`src/rtl/msts_pkg.sv`:
```
// ----------------------------------------------------------------------------
// msts_pkg: shared definitions of the multiway sorted table search
// Constants, the token control word that moves along the cell chain, and
// the signed key compare used by the search sequencer.
// ----------------------------------------------------------------------------
`default_nettype none

package msts_pkg;

    // Key width of table entries and search keys.
    localparam int KEY_W = 32;

    // Default sizes handed to the top level.
    localparam int DEFAULT_TABLE_DEPTH = 1024;
    localparam int DEFAULT_WAYS        = 33;
    localparam int DEFAULT_CELL_BITS   = 2;

    // Configuration port geometry and register indexes.
    localparam int APB_AW = 3;
    localparam int APB_DW = 32;
    localparam int REG_IW = APB_AW - 2;
    localparam logic [REG_IW-1:0] REG_ENTRIES_IN_USE = '0;

    // Item operation codes.
    localparam logic OP_LOAD  = 1'b0;
    localparam logic OP_QUERY = 1'b1;

    // Control word of a token travelling through the cell chain.
    typedef struct packed {
        logic valid;
        logic write;
        logic epoch;
        logic last;
    } tok_ctrl_t;

    // Signed compare a <= b on two's complement keys.
    function automatic logic key_le(input logic signed [KEY_W-1:0] a,
                                    input logic signed [KEY_W-1:0] b);
        return a <= b;
    endfunction

endpackage

`default_nettype wire

```
`src/rtl/msts_ctrl.sv`:
```
// ----------------------------------------------------------------------------
// msts_ctrl: search sequencer
// Takes items, injects load and probe tokens at the head of the cell chain,
// evaluates probe results at its tail level by level and emits the result.
// ----------------------------------------------------------------------------
`default_nettype none

module msts_ctrl #(
    parameter  int TABLE_DEPTH = msts_pkg::DEFAULT_TABLE_DEPTH,
    parameter  int WAYS        = msts_pkg::DEFAULT_WAYS,
    localparam int AW          = $clog2(TABLE_DEPTH),
    localparam int PW          = $clog2(TABLE_DEPTH + 1)
) (
    input  logic                       clk,
    input  logic                       rst_n,
    input  logic                       start,
    input  logic                       op,
    input  logic [AW-1:0]              entry_index,
    input  logic [msts_pkg::KEY_W-1:0] key,
    input  logic [PW-1:0]              count_cfg,
    output logic                       busy,
    output msts_pkg::tok_ctrl_t        head_ctrl,
    output logic [AW-1:0]              head_addr,
    output logic [msts_pkg::KEY_W-1:0] head_key,
    input  msts_pkg::tok_ctrl_t        tail_ctrl,
    input  logic [AW-1:0]              tail_addr,
    input  logic [msts_pkg::KEY_W-1:0] tail_key,
    input  logic [msts_pkg::KEY_W-1:0] tail_data,
    output logic                       done,
    output logic [PW-1:0]              position,
    output logic                       empty_table
);
    import msts_pkg::*;

    // Stride = (n - 1) / (WAYS - 1) by multiplication with a reciprocal.
    localparam int DIVISOR = WAYS - 1;
    localparam int RL      = $clog2(DIVISOR);
    localparam int SH      = PW + RL;
    localparam int PRW     = SH + PW;
    localparam int RECIP   = ((1 << SH) + DIVISOR - 1) / DIVISOR;
    localparam logic [PRW-1:0] RECIP_V = PRW'(RECIP);
    localparam logic [PW-1:0]  DEPTH_V = PW'(TABLE_DEPTH);

    typedef enum logic [2:0] {
        ST_IDLE = 3'b001,
        ST_DIV  = 3'b010,
        ST_RUN  = 3'b100
    } state_t;

    state_t            state_reg, state_next;
    logic [PW-1:0]     lo_reg, lo_next;
    logic [PW-1:0]     n_reg, n_next;
    logic [PW-1:0]     end_reg, end_next;
    logic [PW-1:0]     last_reg, last_next;
    logic              any_reg, any_next;
    logic              issuing_reg, issuing_next;
    logic              epoch_reg, epoch_next;
    logic [PW:0]       i_reg, i_next;
    logic [PRW-1:0]    prod_reg, prod_next;
    logic [KEY_W-1:0]  key_reg, key_next;
    logic              done_reg, done_next;
    logic [PW-1:0]     pos_reg, pos_next;
    logic              empty_reg, empty_next;

    logic [PW-1:0]     cnt_sat;
    logic [PW-1:0]     stride;
    logic              linear;
    logic [PW:0]       step;
    logic [PW:0]       i_step;
    logic              issue_last;
    logic              res_hit;
    logic              res_pass;
    logic [PW-1:0]     tail_pos;
    logic [PW-1:0]     nxt_lo;
    logic [PW-1:0]     nxt_n;

    // Searched count, saturated at the table depth.
    assign cnt_sat = (count_cfg > DEPTH_V) ? DEPTH_V : count_cfg;

    // Stride of the current level; zero means a linear scan.
    assign stride     = prod_reg[SH +: PW];
    assign linear     = (stride == '0);
    assign step       = linear ? (PW+1)'(1) : {1'b0, stride};
    assign i_step     = i_reg + step;
    assign issue_last = (i_step >= {1'b0, end_reg});

    // A probe result of the current level leaves the chain.
    assign res_hit  = (state_reg == ST_RUN) && tail_ctrl.valid && !tail_ctrl.write &&
                      (tail_ctrl.epoch == epoch_reg);
    assign res_pass = key_le(tail_data, tail_key);
    assign tail_pos = PW'(tail_addr);

    // Span of the next level: after a failure it is the gap behind the last
    // passing probe, after all probes passed it is the tail of the span.
    always_comb
    begin
        nxt_lo = last_reg + PW'(1);
        nxt_n  = stride - PW'(1);
        if (res_pass)
        begin
            nxt_lo = tail_pos + PW'(1);
            nxt_n  = end_reg - PW'(1) - tail_pos;
        end
    end

    // Sequencer.
    always_comb
    begin
        state_next   = state_reg;
        lo_next      = lo_reg;
        n_next       = n_reg;
        end_next     = end_reg;
        last_next    = last_reg;
        any_next     = any_reg;
        issuing_next = issuing_reg;
        epoch_next   = epoch_reg;
        i_next       = i_reg;
        prod_next    = prod_reg;
        key_next     = key_reg;
        done_next    = 1'b0;
        pos_next     = pos_reg;
        empty_next   = empty_reg;
        head_ctrl    = '0;
        head_addr    = entry_index;
        head_key     = key;

        case (state_reg)
            ST_IDLE:
            begin
                if (start)
                begin
                    if (op == OP_LOAD)
                    begin
                        // Loads beyond the table are dropped.
                        if (PW'(entry_index) < DEPTH_V)
                        begin
                            head_ctrl.valid = 1'b1;
                            head_ctrl.write = 1'b1;
                        end
                    end
                    else
                    begin
                        key_next = key;
                        if (cnt_sat == '0)
                        begin
                            done_next  = 1'b1;
                            pos_next   = '0;
                            empty_next = 1'b1;
                        end
                        else
                        begin
                            lo_next    = '0;
                            n_next     = cnt_sat;
                            state_next = ST_DIV;
                        end
                    end
                end
            end

            ST_DIV:
            begin
                // Open a new level with a fresh epoch.
                prod_next    = PRW'(n_reg - PW'(1)) * RECIP_V;
                i_next       = {1'b0, lo_reg};
                end_next     = lo_reg + n_reg;
                epoch_next   = !epoch_reg;
                issuing_next = 1'b1;
                any_next     = 1'b0;
                state_next   = ST_RUN;
            end

            ST_RUN:
            begin
                // Issue one probe a cycle until the span is covered or a result ends the level.
                if (issuing_reg)
                begin
                    head_ctrl.valid = 1'b1;
                    head_ctrl.epoch = epoch_reg;
                    head_ctrl.last  = issue_last;
                    head_addr       = i_reg[AW-1:0];
                    head_key        = key_reg;
                    i_next          = i_step;
                    if (issue_last)
                    begin
                        issuing_next = 1'b0;
                    end
                end

                if (res_hit)
                begin
                    if (res_pass && !tail_ctrl.last)
                    begin
                        last_next = tail_pos;
                        any_next  = 1'b1;
                    end
                    else
                    begin
                        issuing_next = 1'b0;
                        if (linear)
                        begin
                            done_next  = 1'b1;
                            empty_next = 1'b0;
                            pos_next   = res_pass ? end_reg : tail_pos;
                            state_next = ST_IDLE;
                        end
                        else if (!res_pass && !any_reg)
                        begin
                            done_next  = 1'b1;
                            empty_next = 1'b0;
                            pos_next   = lo_reg;
                            state_next = ST_IDLE;
                        end
                        else if (nxt_n == '0)
                        begin
                            done_next  = 1'b1;
                            empty_next = 1'b0;
                            pos_next   = nxt_lo;
                            state_next = ST_IDLE;
                        end
                        else
                        begin
                            lo_next    = nxt_lo;
                            n_next     = nxt_n;
                            state_next = ST_DIV;
                        end
                    end
                end
            end

            default:
            begin
                state_next = ST_IDLE;
            end
        endcase
    end

    // Control registers.
    always_ff @(posedge clk or negedge rst_n)
    begin
        if (!rst_n)
        begin
            state_reg   <= ST_IDLE;
            issuing_reg <= 1'b0;
            epoch_reg   <= 1'b0;
            done_reg    <= 1'b0;
        end
        else
        begin
            state_reg   <= state_next;
            issuing_reg <= issuing_next;
            epoch_reg   <= epoch_next;
            done_reg    <= done_next;
        end
    end

    // Datapath registers.
    always_ff @(posedge clk)
    begin
        lo_reg    <= lo_next;
        n_reg     <= n_next;
        end_reg   <= end_next;
        last_reg  <= last_next;
        any_reg   <= any_next;
        i_reg     <= i_next;
        prod_reg  <= prod_next;
        key_reg   <= key_next;
        pos_reg   <= pos_next;
        empty_reg <= empty_next;
    end

    assign busy        = (state_reg != ST_IDLE);
    assign done        = done_reg;
    assign position    = pos_reg;
    assign empty_table = empty_reg;

endmodule

`default_nettype wire

```
`config.mk`:
```
export PLATFORM = sky130hd
export DESIGN_NAME = msts_ctrl
export DESIGN_NICKNAME = d
export VERILOG_FILES = /design/src/rtl/msts_pkg.sv /design/src/rtl/msts_ctrl.sv
export SDC_FILE = /design/constraint.sdc
export NUM_CORES = 1
export LEC_CHECK = 0
export CORE_AREA = 2 2 137 139
export DETAILED_ROUTE_END_ITERATION = 10
export DIE_AREA = 0 0 139 141
export DONT_BUFFER_PORTS = 1
export GPL_TIMING_DRIVEN = 0
export SLEW_MARGIN = 30
export SYNTH_ARGS = -nofsm -noshare
export SYNTH_HDL_FRONTEND = slang
export SYNTH_SLANG_ARGS = --single-unit
export TNS_END_PERCENT = 1
```
`constraint.sdc`:
```
create_clock -name clk -period 7.7 [get_ports clk]
set_clock_uncertainty 0.1 [all_clocks]
set_input_delay 0.77 -clock clk [delete_from_list [all_inputs] [get_ports clk]]
set_output_delay 0.77 -clock clk [all_outputs]
set_load 0.1 [all_outputs]
```
* Word-level counts from Yosys, hierarchy flattened *
Index checks and enable logic that the tools add are counted.

operators by class
  reductions and logical operators = 22
  mux-type cells = 80
  equal/unequal tests = 17
  add/subtract/negate cells = 8
  order comparisons = 3

operators by type and width
  cell                     count
  $mux W11                 29
  $pmux W11 S2             3
  $mux W32                 2
  $logic_not A11 Y1        3
  $le A32 B32 Y1           1
  $mux W1                  24
  $pmux W12 S2             1
  $add A10 B1 Y11 const B  2
  $sub A11 B1 Y11 const B  2
  $mux W3                  7
  $mux W10                 2
  $ne A2 B2 Y1 const B     10
  $add A12 B11 Y12         1
  $ge A12 B11 Y1           1
  $mux W12                 1
  $sub A11 B1 Y12 const B  1
  $add A11 B11 Y11         1
  $gt A11 B11 Y1 const B   1
  $sub A11 B10 Y11         1
  $mux W2                  5
  $pmux W1 S2              5
  $pmux W3 S3              1
  $reduce_and A3 Y1        3
  $reduce_and A9 Y1        1
  13 further kinds         22

word-level totals
  bits of input ports = 135
  bits in registers = 122
  output and inout bits = 60

* Depth between registers and ports, before layout *
Gate-level depths: netlist (run 1).

  depth in word-level cells = 10
  depth in mapped cells = 23
  depth with buffers taken out = 21

* Worst setup path after synthesis (run 1) *
OpenSTA, ideal clock, no wires.

  path kind = register -> output
  start = register prod_reg[16]
  end = output port head_ctrl[0] in the netlist's numbering
  arrival = 5.228 ns
  path slack = 1.602 ns
  stages on the path, launching flop included = 22
  cells stage by stage = edfxtp_1 inv_1 ha_1 nand2_1 or2_2 clkbuf_1 clkbuf_1 nand2_1 ha_1 fa_1 a21o_1 a21oi_1 o21bai_1 a21oi_1 o21ai_0 a211o_1 a31oi_1 xnor2_1 ha_1 o21ai_0 o311a_1 nor2_1

RTL lines
  item                    RTL line          source
  start, declared         msts_ctrl.sv:59   logic [PRW-1:0] prod_reg, prod_next;
  start signal, assigned  msts_ctrl.sv:265  prod_reg <= prod_next;
  end, declared           msts_ctrl.sv:22   output msts_pkg::tok_ctrl_t head_ctrl,

==> impl_summary.log, run 1 <==
[metrics] post-synthesis instance area: roughly 8100 µm²
[metrics] DRC Markers: 0
[metrics] Syn Inst Count: 875
[metrics] leakage power figure: roughly 3.9 nW
[metrics] endpoint arrival time on the critical path: around 5.7 ns
[metrics] die width: roughly 140 µm
[metrics] internal power component: between 1 and 1.5 mW
[metrics] dominant synthesized flop cell: sky130_fd_sc_hd__edfxtp_1
[metrics] number of design-rule violations left by the first detailed-router iteration: between 400 and 500
[metrics] Core Footprint: 18300 µm²
[metrics] clock latency reported for the late side of the worst-skew pair: 0.42 ns
[metrics] type of destination of the critical path: output port
[metrics] RSZ-0062 raised after global routing: no
[metrics] proportion of total power due to net switching: 31.4%
[metrics] number of distinct library cell variants in the gate-level netlist after synthesis: 64
[metrics] max-cap violations: 0
[metrics] root buf cell: sky130_fd_sc_hd__clkbuf_16
[metrics] peak fanout along the critical path: 10
[metrics] Final Net Count: between 1000 and 1500
[metrics] clock buffer count from CTS: 17
[metrics] worst path required time: between 6 and 7 ns
[metrics] leftover overflow at the end of global routing: 0
[metrics] cell family with the largest share of critical-path delay: compound AO/OA/AOI/OAI gates
[metrics] area share of the largest cell type after synthesis: 39.9%
[metrics] Power, Total: approximately 2.0 mW
[metrics] remaining antenna violation count after routing: 0
[metrics] hold buffers post-CTS: 1
[metrics] cell type with the highest occurrence count on the critical path: sky130_fd_sc_hd__ha_1
[metrics] post-synth net total: around 1100
[metrics] number of instances resized during post-cts repair: 0
[metrics] top achievable clock speed: approximately 150 MHz
[metrics] CP startpoint kind: register
[metrics] total track usage: between 20% and 30%
[metrics] layout cell share with drive strength beyond 1: 7.25%
[metrics] final period demand of the worst path: around 6.6 ns
[metrics] growth of design area from synthesis to finish: 12.4%
[metrics] sequential element share of the synthesized area: between 40% and 50%
[metrics] number of failing hold endpoints at the final stage: 0
[metrics] final critical-path share of the clock period: 85.3%
[metrics] area of the multi-input gates: between 4000 and 5000 µm²
[metrics] placed cell areas: between 8000 and 9000 µm²
[metrics] Die Ht: 141 µm
[metrics] critical path's largest stage delay: just over 0.5 ns
[metrics] first-pass GRT wire length: between 30000 and 40000 µm
[metrics] Vias: between 6000 and 7000
[metrics] number of filler cells placed in the layout: 1749
[metrics] CTS tree: done
[metrics] summed area of non-filler cells in the final layout: 9050 µm²
[metrics] router iterations before antenna repair: 5
[metrics] Worst Max-Slew Pin Slew: just under 1 ns
[metrics] H-tree level count: 4
[metrics] setup_tns: 0 ns
[metrics] clock network fraction of design power: between 40% and 50%
[metrics] result of the run: complete, no violations
[metrics] CP max stage cell: sky130_fd_sc_hd__nor2_4
[metrics] Max VDD drop: ~0.18 mV
[metrics] kind of path behind the tightest hold check: primary input to asynchronous set/reset pin
[metrics] WP buf/inv: 3
[metrics] Post-Layout Cell Count: 1144
[metrics] core occupancy in the finished layout: about 50%
[metrics] register clock-pin slew on the reported worst setup and hold paths: 0.06 ns
[metrics] leading post-synthesis cells by cell area: sky130_fd_sc_hd__edfxtp_1, sky130_fd_sc_hd__ha_1, sky130_fd_sc_hd__nand2_1
[metrics] flip-flop count of the largest register after layout: 32
[metrics] most instantiated cells after synthesis: sky130_fd_sc_hd__nand2_1, sky130_fd_sc_hd__edfxtp_1, sky130_fd_sc_hd__inv_1
[metrics] Final Max Slew Viols: 0
[metrics] Post-Place Setup Slack: 1.61 ns
[metrics] Worst Setup Path Type: register to output port
[metrics] Post-CTS Setup Inserts: 0
[metrics] detail-routed via count per cell: 5.44
[metrics] P per Cell Area: 218 nW/µm²
[metrics] Final Wtd Congestion: 0.955
[metrics] initial core utilization: between 40 and 50%
[metrics] estimated wirelength of the detail-placed design: approximately 17000 µm
[metrics] number of global-route vias before repair: 6023
[metrics] Yosys warnings: 0
[metrics] sequential cell area: ~3400 µm²
[metrics] combinational cell fraction of total power: a little over a fifth
[metrics] area of the die: between 15000 and 20000 µm²
[metrics] detailed-route wire length per cell: 18.3 µm
[metrics] Clock Path Buffers: 2
[metrics] tightest hold margin: 0.0914 ns
[metrics] Post-synth ARST share: between 5 and 6%
[metrics] Switch Pwr: roughly 620 µW
[metrics] ordered list of cells on the worst path: inv_1 -> ha_1 -> nand2_1 -> or2_2 -> clkbuf_1 -> clkbuf_1 -> nand2_1 -> ha_1 -> fa_1 -> a21o_1 -> a21oi_1 -> o21bai_1 -> a21oi_1 -> o21ai_0 -> a211o_1 -> a31oi_1 -> xnor2_1 -> ha_1 -> o21ai_0 -> o311a_1 -> nor2_4
[metrics] count of pins on the block boundary: a little under 200
[metrics] cell accounting for the most synthesized area: sky130_fd_sc_hd__edfxtp_1
[metrics] number of enable flip-flop cells after synthesis: roughly 110
[metrics] final number of setup-violating endpoints: 0
[metrics] I/O Buffers: 0
[metrics] setup slack of the critical path after layout: 1.13 ns
[metrics] worst slew slack as a fraction of its limit: between 30% and 40%
[metrics] Antenna Cells: 0
[metrics] # rows: 50
[metrics] most common cell in the netlist: sky130_fd_sc_hd__nand2_1
[metrics] largest net degree at the start of global routing: 21
[metrics] post-placement cell count: between 1000 and 1500
[metrics] part of the total power dissipated in sequential elements: between 30% and 40%
[metrics] Post-Syn Area per Cell: 9.20 µm²
[metrics] flops & latches, synth: between 100 and 150
[metrics] antenna violations before repair: 0
[metrics] total routed wirelength: 20900 µm
[metrics] total clock sinks: around 110
## routing by layer
metal | GRT usage, % | wire length (µm)
met3 | 3.94 | 1270
met5 | 0 | 0
met4 | 8.56 | 510
met2 | 34.4 | 9500
met1 | 28.9 | 9610
## path summary, 6_finish.rpt
| path | from | endpoint | slack (ns) | cells after the start |
|---|---|---|---|---|
| worst max-delay path | prod_reg[16]$_DFFE_PP_ | head_ctrl[0] | 1.13 | 21 |
| worst min register to register | epoch_reg$_DFFE_PN0P_ | epoch_reg$_DFFE_PN0P_ | 0.43 | 1 |
| max in group asynchronous | rst_n | done$_DFF_PN0_ | 6.74 | 1 |
| worst max register to register | prod_reg[16]$_DFFE_PP_ | issuing_reg$_DFFE_PN0P_ | 2.35 | 22 |
| worst min-delay path | rst_n | state_reg[0]$_DFFE_PN1P_ | 0.09 | 0 |
| min in group clk | tail_addr[1] | last_reg[1]$_DFFE_PP_ | 0.34 | 0 |
## final cells by class
class	instances	share of cell area (%)
clock buffers	18	4.74
well taps	234	3.24
repair buffers	3	0.719
multi-input cells	654	47.6
clock inverters	14	1.83
flip-flops and latches	113	37.2
inverters	78	3.24
plain buffers	30	1.49
## placed cells by master (no fill, tap or decap), types with 7 or more instances in the layout
| cell type | synthesis | layout |
|---|---|---|
| sky130_fd_sc_hd__a211oi_1 | 10 | 10 |
| sky130_fd_sc_hd__a21o_1 | 14 | 14 |
| sky130_fd_sc_hd__a21oi_1 | 46 | 45 |
| sky130_fd_sc_hd__and2_1 | 8 | 8 |
| sky130_fd_sc_hd__and3_1 | 10 | 9 |
| sky130_fd_sc_hd__clkbuf_1 | 23 | 24 |
| sky130_fd_sc_hd__clkbuf_16 | 0 | 17 |
| sky130_fd_sc_hd__edfxtp_1 | 107 | 107 |
| sky130_fd_sc_hd__ha_1 | 76 | 76 |
| sky130_fd_sc_hd__inv_1 | 77 | 77 |
| sky130_fd_sc_hd__mux2i_1 | 26 | 26 |
| sky130_fd_sc_hd__nand2_1 | 197 | 197 |
| sky130_fd_sc_hd__nand2b_1 | 7 | 7 |
| sky130_fd_sc_hd__nand3_1 | 14 | 14 |
| sky130_fd_sc_hd__nand4_1 | 8 | 8 |
| sky130_fd_sc_hd__nor2_1 | 46 | 44 |
| sky130_fd_sc_hd__nor3_1 | 12 | 11 |
| sky130_fd_sc_hd__nor4_1 | 9 | 9 |
| sky130_fd_sc_hd__o21ai_0 | 41 | 40 |
| sky130_fd_sc_hd__o21ai_1 | 9 | 9 |
| sky130_fd_sc_hd__xnor2_1 | 32 | 32 |
| sky130_fd_sc_hd__xor2_1 | 15 | 15 |
## logic make-up (layout without fill, tap and decap cells)
group           after synthesis  count (layout)  synth area share (%)
compound gates              159             159                  12.4
xor+xnor                     47              47                  5.11
fa+ha+maj                    79              79                  12.6
buf+inv                     108             143                  5.31
flops                       113             113                  41.8
mux                          30              30                  3.89
simple gates                339             339                  18.9
## power groups by stage
stage                     Clock [mW]  Sequential, mW  Combinational (mW)
after floorplan                    0           0.743               0.357
after global placement             0           0.753               0.419
after detailed placement           0           0.753               0.432
after CTS                      0.806           0.740               0.435
after global routing           0.838           0.744               0.473
final                          0.798           0.740               0.434
(Power assumes the default switching activity.)
==> run 2, diff against run 1 <==
Settings changed: CORE_AREA 2 2 137 139 to 2 2 130 132, CTS_CLUSTER_SIZE set to 16, DIE_AREA 0 0 139 141 to 0 0 132 134.
==> run 2 against run 1 <==
Flip-flop and latch count did not move; clock-buffer cell count rose by 1; hold slack worse by 0.0043 ns; first-iteration DRC count shrank 25%; register-to-register slack lost 0.19 ns; setup slack lost 0.14 ns; combinational power hardly changed; utilization is 5.6 points higher; cell area is 0.75% lower; fmax down 2.1%; sequential share of layout area rose by 0.28 points; sequential power is essentially flat.
==> impl_summary.log, run 2 (synthesis gave the netlist of run 1 again) <==
[metrics] top achievable clock speed: about 150 MHz
[metrics] number of design-rule violations left by the first detailed-router iteration: roughly 340
[metrics] final number of setup-violating endpoints: 0
[metrics] H-tree level count: 4
[metrics] setup slack of the critical path after layout: about 1 ns
[metrics] leftover overflow at the end of global routing: 0
[metrics] worst path required time: between 6 and 7 ns
[metrics] initial core utilization: 49.4%
[metrics] core occupancy in the finished layout: 55.1%
[metrics] total track usage: approximately a quarter
[metrics] total clock sinks: about 110
[metrics] summed area of non-filler cells in the final layout: approximately 9000 µm²
[metrics] RSZ-0062 raised after global routing: no
[metrics] root buf cell: sky130_fd_sc_hd__clkbuf_16
[metrics] router iterations before antenna repair: 5
[metrics] critical path startpoint: prod_reg[16]$_DFFE_PP_
[metrics] clock buffer count from CTS: 17
[metrics] # rows: 47
[metrics] peak fanout along the critical path: 10
[metrics] count of pins on the block boundary: ~200
[metrics] I/O Buffers: 0
[metrics] cell type with the highest occurrence count on the critical path: sky130_fd_sc_hd__ha_1
[metrics] Max VDD drop: roughly 0.16 mV
[metrics] Post-Place Setup Slack: 1.49 ns
[metrics] estimated wirelength of the detail-placed design: ~17000 µm
[metrics] Worst Setup Path Type: register to output port
[metrics] cell family with the largest share of critical-path delay: compound AO/OA/AOI/OAI gates
[metrics] type of destination of the critical path: output port
[metrics] Clock Path Buffers: 2
[metrics] commonest cells after routing, fill and taps aside: sky130_fd_sc_hd__nand2_1, sky130_fd_sc_hd__edfxtp_1, sky130_fd_sc_hd__inv_1
[metrics] Final Max Slew Viols: 0
[metrics] antenna violations before repair: 0
[metrics] CTS tree: done
[metrics] ordered list of cells on the worst path: inv_1 -> ha_1 -> nand2_1 -> or2_2 -> clkbuf_1 -> clkbuf_1 -> nand2_1 -> ha_1 -> fa_1 -> a21o_1 -> a21oi_1 -> o21bai_1 -> a21oi_1 -> o21ai_0 -> a211o_1 -> a31oi_1 -> xnor2_1 -> ha_1 -> o21ai_0 -> o311a_1 -> nor2_4
[metrics] most common cell after layout, fill and taps aside: sky130_fd_sc_hd__nand2_1
[metrics] placed cell areas: between 8000 and 9000 µm²
[metrics] area of the die: 17700 µm²
[metrics] CP startpoint kind: register
[metrics] die width: 132 µm
[metrics] worst slew slack as a fraction of its limit: 32.4%
[metrics] largest net degree at the start of global routing: 36
[metrics] Die Ht: approximately 130 µm
[metrics] Core Footprint: ~16000 µm²
[metrics] Worst Max-Slew Pin Slew: ~1.0 ns
[metrics] P per Cell Area: approximately 220 nW/µm²
[metrics] Vias: roughly 6400
[metrics] clock latency reported for the late side of the worst-skew pair: roughly 0.43 ns
[metrics] kind of path behind the tightest hold check: primary input to asynchronous set/reset pin
[metrics] remaining antenna violation count after routing: 0
[metrics] flip-flop count of the largest register after layout: 32
[metrics] result of the run: complete, no violations
[metrics] Final Wtd Congestion: 0.955
[metrics] max-cap violations: 0
[metrics] first-pass GRT wire length: about 33000 µm
[metrics] number of global-route vias before repair: between 6000 and 7000
[metrics] total routed wirelength: 21500 µm
[metrics] WP buf/inv: 3
[metrics] Antenna Cells: 0
[metrics] endpoint arrival time on the critical path: between 5 and 6 ns
[metrics] CP max stage cell: sky130_fd_sc_hd__nor2_4
[metrics] leakage power figure: a little under 4 nW
[metrics] number of failing hold endpoints at the final stage: 0
[metrics] register clock-pin slew on the reported worst setup and hold paths: about 0.050 ns
[metrics] startpoint of the most critical register-to-register path: prod_reg[16]$_DFFE_PP_
[metrics] detail-routed via count per cell: between 5 and 6
[metrics] final critical-path share of the clock period: between 80% and 90%
[metrics] DRC Markers: 0
[metrics] detailed-route wire length per cell: approximately 19 µm
[metrics] critical path's largest stage delay: 0.52 ns
[metrics] final period demand of the worst path: between 6 and 7 ns
[metrics] Final Net Count: between 1000 and 1500
[metrics] layout cell share with drive strength beyond 1: about 7%
[metrics] setup_tns: 0 ns
[metrics] growth of design area from synthesis to finish: 11.5%
run 2: cell types whose count changed in the layout (fill, tap and decap cells not counted):
| cell | before | now |
|---|---|---|
| sky130_fd_sc_hd__buf_16 | 2 | 1 |
| sky130_fd_sc_hd__bufinv_16 | 3 | 2 |
| sky130_fd_sc_hd__clkbuf_1 | 24 | 25 |
| sky130_fd_sc_hd__clkinv_2 | 3 | 2 |
| sky130_fd_sc_hd__clkinv_4 | 2 | 3 |
run 2: path summary, 6_finish.rpt:
check	end	slack (ns)	depth (start not counted)
worst max-delay path	head_ctrl[0]	0.99	21
worst min-delay path	state_reg[0]$_DFFE_PN1P_	0.09	0
worst max register to register	issuing_reg$_DFFE_PN0P_	2.16	22
worst min register to register	epoch_reg$_DFFE_PN0P_	0.44	1
max in group asynchronous	state_reg[2]$_DFFE_PN0P_	6.75	1
min in group clk	last_reg[4]$_DFFE_PP_	0.34	0
run 2: through the flow:
stage	cells	hold WS, ns	power (mW)
2_1_floorplan	875	0.374	1.10
3_3_place_gp	1095	0.375	1.17
3_5_place_dp	1096	0.375	1.18
4_1_cts	1129	0.0712	1.95
5_1_grt	1129	0.0647	2.02
6_report	1129	0.0871	1.94
run 2: power breakdown:
group          internal, mW  switching [mW]
Clock                 0.474           0.288
Sequential            0.716          0.0246
Combinational         0.129           0.307
run 2: what timing repair did:
action,CTS,global route
hold buffers,1,0
resized for setup,0,0
buffers inserted,0,0
hold endpoints to repair,5,0
run 2: final cells by class:
type / instances / area [µm²]
fill: 1487 / 7310
multi-input combinational: 654 / 4300
sequential: 113 / 3360
clock buffer: 19 / 433
inverter: 78 / 293
tap: 220 / 275
clock inverter: 13 / 139
buffer: 30 / 135
timing repair buffer: 2 / 37.5
run 2: per-layer routing:
metal  vias to the layer above  global-route usage, %  part of all wire (%)
li1                       3106                      -                     -
met1                      3009                   30.7                    43
met2                       233                   41.9                    48
met3                        39                   5.40                   5.9
met4                         0                   10.0                   3.1
met5                         -                      0                     0
==> run 3, diff against run 2 <==
--- a/config.mk
+++ b/config.mk
@@ -8,3 +8,3 @@
 export CORE_AREA = 2 2 130 132
-export CTS_CLUSTER_SIZE = 16
+export CTS_CLUSTER_SIZE = 12
 export DETAILED_ROUTE_END_ITERATION = 10
==> constraint.sdc (replaced) <==
create_clock -name clk -period 7.7 [get_ports clk]
set_clock_uncertainty 0.1 [all_clocks]
set_input_delay 1.54 -clock clk [delete_from_list [all_inputs] [get_ports clk]]
set_output_delay 1.54 -clock clk [all_outputs]
set_load 0.1 [all_outputs]
==> run 3 against run 2 <==
Fmax down 8.0%; cell area about the same; register-to-register slack better by 0.20 ns; first-iteration DRC count up 9.5%; setup slack worse by 0.59 ns; global-route usage about the same; utilization down 0.054 points; wire length down 0.39%; via count down 0.42%; sequential share of layout area about the same; clock power about the same; cell count about the same; largest cell class unchanged.
==> impl_summary.log, run 3 (synthesis gave the netlist of run 1 again) <==
[metrics] total track usage: around 25%
[metrics] Met2 Wirelength: between 10000 and 15000 µm
[metrics] remaining antenna violation count after routing: 0
[metrics] number of design-rule violations left by the first detailed-router iteration: 369
[metrics] Clock Path Buffers: 2
[metrics] Antenna Cells: 0
[metrics] Vias: ~6400
[metrics] commonest cells after routing, fill and taps aside: sky130_fd_sc_hd__nand2_1, sky130_fd_sc_hd__edfxtp_1, sky130_fd_sc_hd__inv_1
[metrics] worst path required time: slightly above 6 ns
[metrics] setup_tns: 0 ns
[metrics] total routed wirelength: between 20000 and 25000 µm
[metrics] initial core utilization: around 49%
[metrics] final number of setup-violating endpoints: 0
[metrics] CP max stage cell: sky130_fd_sc_hd__nor2_4
[metrics] leftover overflow at the end of global routing: 0
[metrics] tightest hold margin: between 0.4 and 0.5 ns
[metrics] Core Footprint: about 16000 µm²
[metrics] critical path's largest stage delay: between 0.5 and 0.6 ns
[metrics] clock latency reported for the late side of the worst-skew pair: between 0.4 and 0.5 ns
[metrics] ordered list of cells on the worst path: inv_1 -> ha_1 -> nand2_1 -> or2_2 -> clkbuf_1 -> clkbuf_2 -> nand2_1 -> ha_1 -> fa_1 -> a21o_1 -> a21oi_1 -> o21bai_1 -> a21oi_1 -> o21ai_0 -> a211o_1 -> a31oi_1 -> xnor2_1 -> ha_1 -> o21ai_0 -> o311a_1 -> nor2_4
[metrics] routed metal-1 wirelength: 9290 µm
[metrics] worst slew slack as a fraction of its limit: roughly a third
[metrics] clock buffer count from CTS: 17
[metrics] peak fanout along the critical path: 10
[metrics] number of failing hold endpoints at the final stage: 0
[metrics] final period demand of the worst path: approximately 7.3 ns
[metrics] Final Wtd Congestion: 0.955
[metrics] endpoint arrival time on the critical path: roughly 5.7 ns
[metrics] RSZ-0062 raised after global routing: no
[metrics] hold buffers post-CTS: 0
[metrics] estimated wirelength of the detail-placed design: about 17000 µm
[metrics] detail-routed via count per cell: 5.64
[metrics] largest net degree at the start of global routing: 36
[metrics] I/O Buffers: 0
[metrics] antenna violations before repair: 0
[metrics] number of instances resized during post-cts repair: 0
[metrics] count of pins on the block boundary: 195
[metrics] Final Max Slew Viols: 0
[metrics] root buf cell: sky130_fd_sc_hd__clkbuf_16
[metrics] flip-flop count of the largest register after layout: 32
[metrics] CP startpoint kind: register
[metrics] total clock sinks: 113
[metrics] register clock-pin slew on the reported worst setup and hold paths: 0.06 ns
[metrics] CTS tree: done
[metrics] detailed-route wire length per cell: between 15 and 20 µm
[metrics] # rows: 47
[metrics] kind of path behind the tightest hold check: register to register
[metrics] most common cell after layout, fill and taps aside: sky130_fd_sc_hd__nand2_1
[metrics] number of filler cells placed in the layout: about 1500
[metrics] layout cell share with drive strength beyond 1: approximately 7.2%
[metrics] result of the run: complete, no violations
[metrics] Max Used Layer: met4
[metrics] Post-CTS Setup Inserts: 0
[metrics] die width: approximately 130 µm
[metrics] P per Cell Area: around 220 nW/µm²
[metrics] final critical-path share of the clock period: between 90% and 100%
[metrics] router iterations before antenna repair: 5
[metrics] total met3 wirelength after detailed routing: about 1200 µm
[metrics] leakage power figure: between 3 and 4 nW
[metrics] area of the die: approximately 18000 µm²
[metrics] Worst Max-Slew Pin Slew: 1.00 ns
[metrics] max-cap violations: 0
[metrics] cell type with the highest occurrence count on the critical path: sky130_fd_sc_hd__ha_1
[metrics] Max VDD drop: 0.165 mV
[metrics] Hold Path Cell Cnt: 1
[metrics] top achievable clock speed: roughly 140 MHz
[metrics] H-tree level count: 4
[metrics] Worst Setup Path Type: register to output port
[metrics] type of destination of the critical path: output port
[metrics] worst reg-to-reg path cell count: 22
[metrics] Die Ht: between 100 and 150 µm
[metrics] Final Net Count: 1109
[metrics] number of global-route vias before repair: ~6300
[metrics] growth of design area from synthesis to finish: 11.4%
[metrics] first-pass GRT wire length: 33300 µm
[metrics] DRC Markers: 0
## run 3: changes by cell type in the layout (fill, tap and decap cells not counted), sizes merged
cell         change
dlygate4sd3      -1
## run 3: area by class of cell
type / count / area [µm²] / area share, %
Buffer: 30 / 136 / 1.52
Clock buffer: 19 / 433 / 4.83
Tap cell: 220 / 275 / 3.07
Multi-Input combinational cell: 654 / 4300 / 48.0
Clock inverter: 13 / 139 / 1.55
Inverter: 78 / 293 / 3.26
Timing Repair Buffer: 1 / 27.5 / 0.307
Sequential cell: 113 / 3360 / 37.5
## run 3: worst paths after layout
check / from / to / slack, ns
max reg2reg: prod_reg[16]$_DFFE_PP_ / issuing_reg$_DFFE_PN0P_ / 2.36
min reg2reg: epoch_reg$_DFFE_PN0P_ / epoch_reg$_DFFE_PN0P_ / 0.44
min in group asynchronous: rst_n / epoch_reg$_DFFE_PN0P_ / 0.71
max: prod_reg[16]$_DFFE_PP_ / head_ctrl[0] / 0.41
max in group asynchronous: rst_n / state_reg[0]$_DFFE_PN1P_ / 6.62
min: epoch_reg$_DFFE_PN0P_ / epoch_reg$_DFFE_PN0P_ / 0.44
## run 3: metrics by stage
| stage | worst slack (ns) | power, mW | utilization, % | area, µm² | cells |
|---|---|---|---|---|---|
| after global routing | 0.0687 | 2.02 | 55.1 | 8970 | 1128 |
| after detailed placement | 0.723 | 1.18 | 51.6 | 8400 | 1096 |
| final | 0.408 | 1.94 | 55.1 | 8970 | 1128 |
| after floorplan | 0.832 | 1.10 | - | 8050 | 875 |
| after global placement | 0.0244 | 1.17 | 51.1 | 8330 | 1095 |
| after CTS | 0.259 | 1.95 | 55.1 | 8970 | 1128 |
## run 3: worst max-delay path, delay by kind of cell, from the launching register on
kind            cells  cell delay, ns
flops               1            0.40
simple gates        4            0.97
buf+inv             3            0.70
compound gates      9            1.85
fa+ha+maj           4            1.18
xor+xnor            1            0.13
## run 3: report_power, final
part,switching [mW],total (mW),internal (mW)
registers,0.0246,0.741,0.716
clock network,0.286,0.761,0.475
logic,0.307,0.435,0.129
total,0.617,1.94,1.32
## run 3: routing by layer
layer / up-vias / track usage, %
met1: 3000 / 30.5
li1: 3103 / -
met5: - / 0
met3: 39 / 5.52
met4: 0 / 10.0
met2: 218 / 41.8
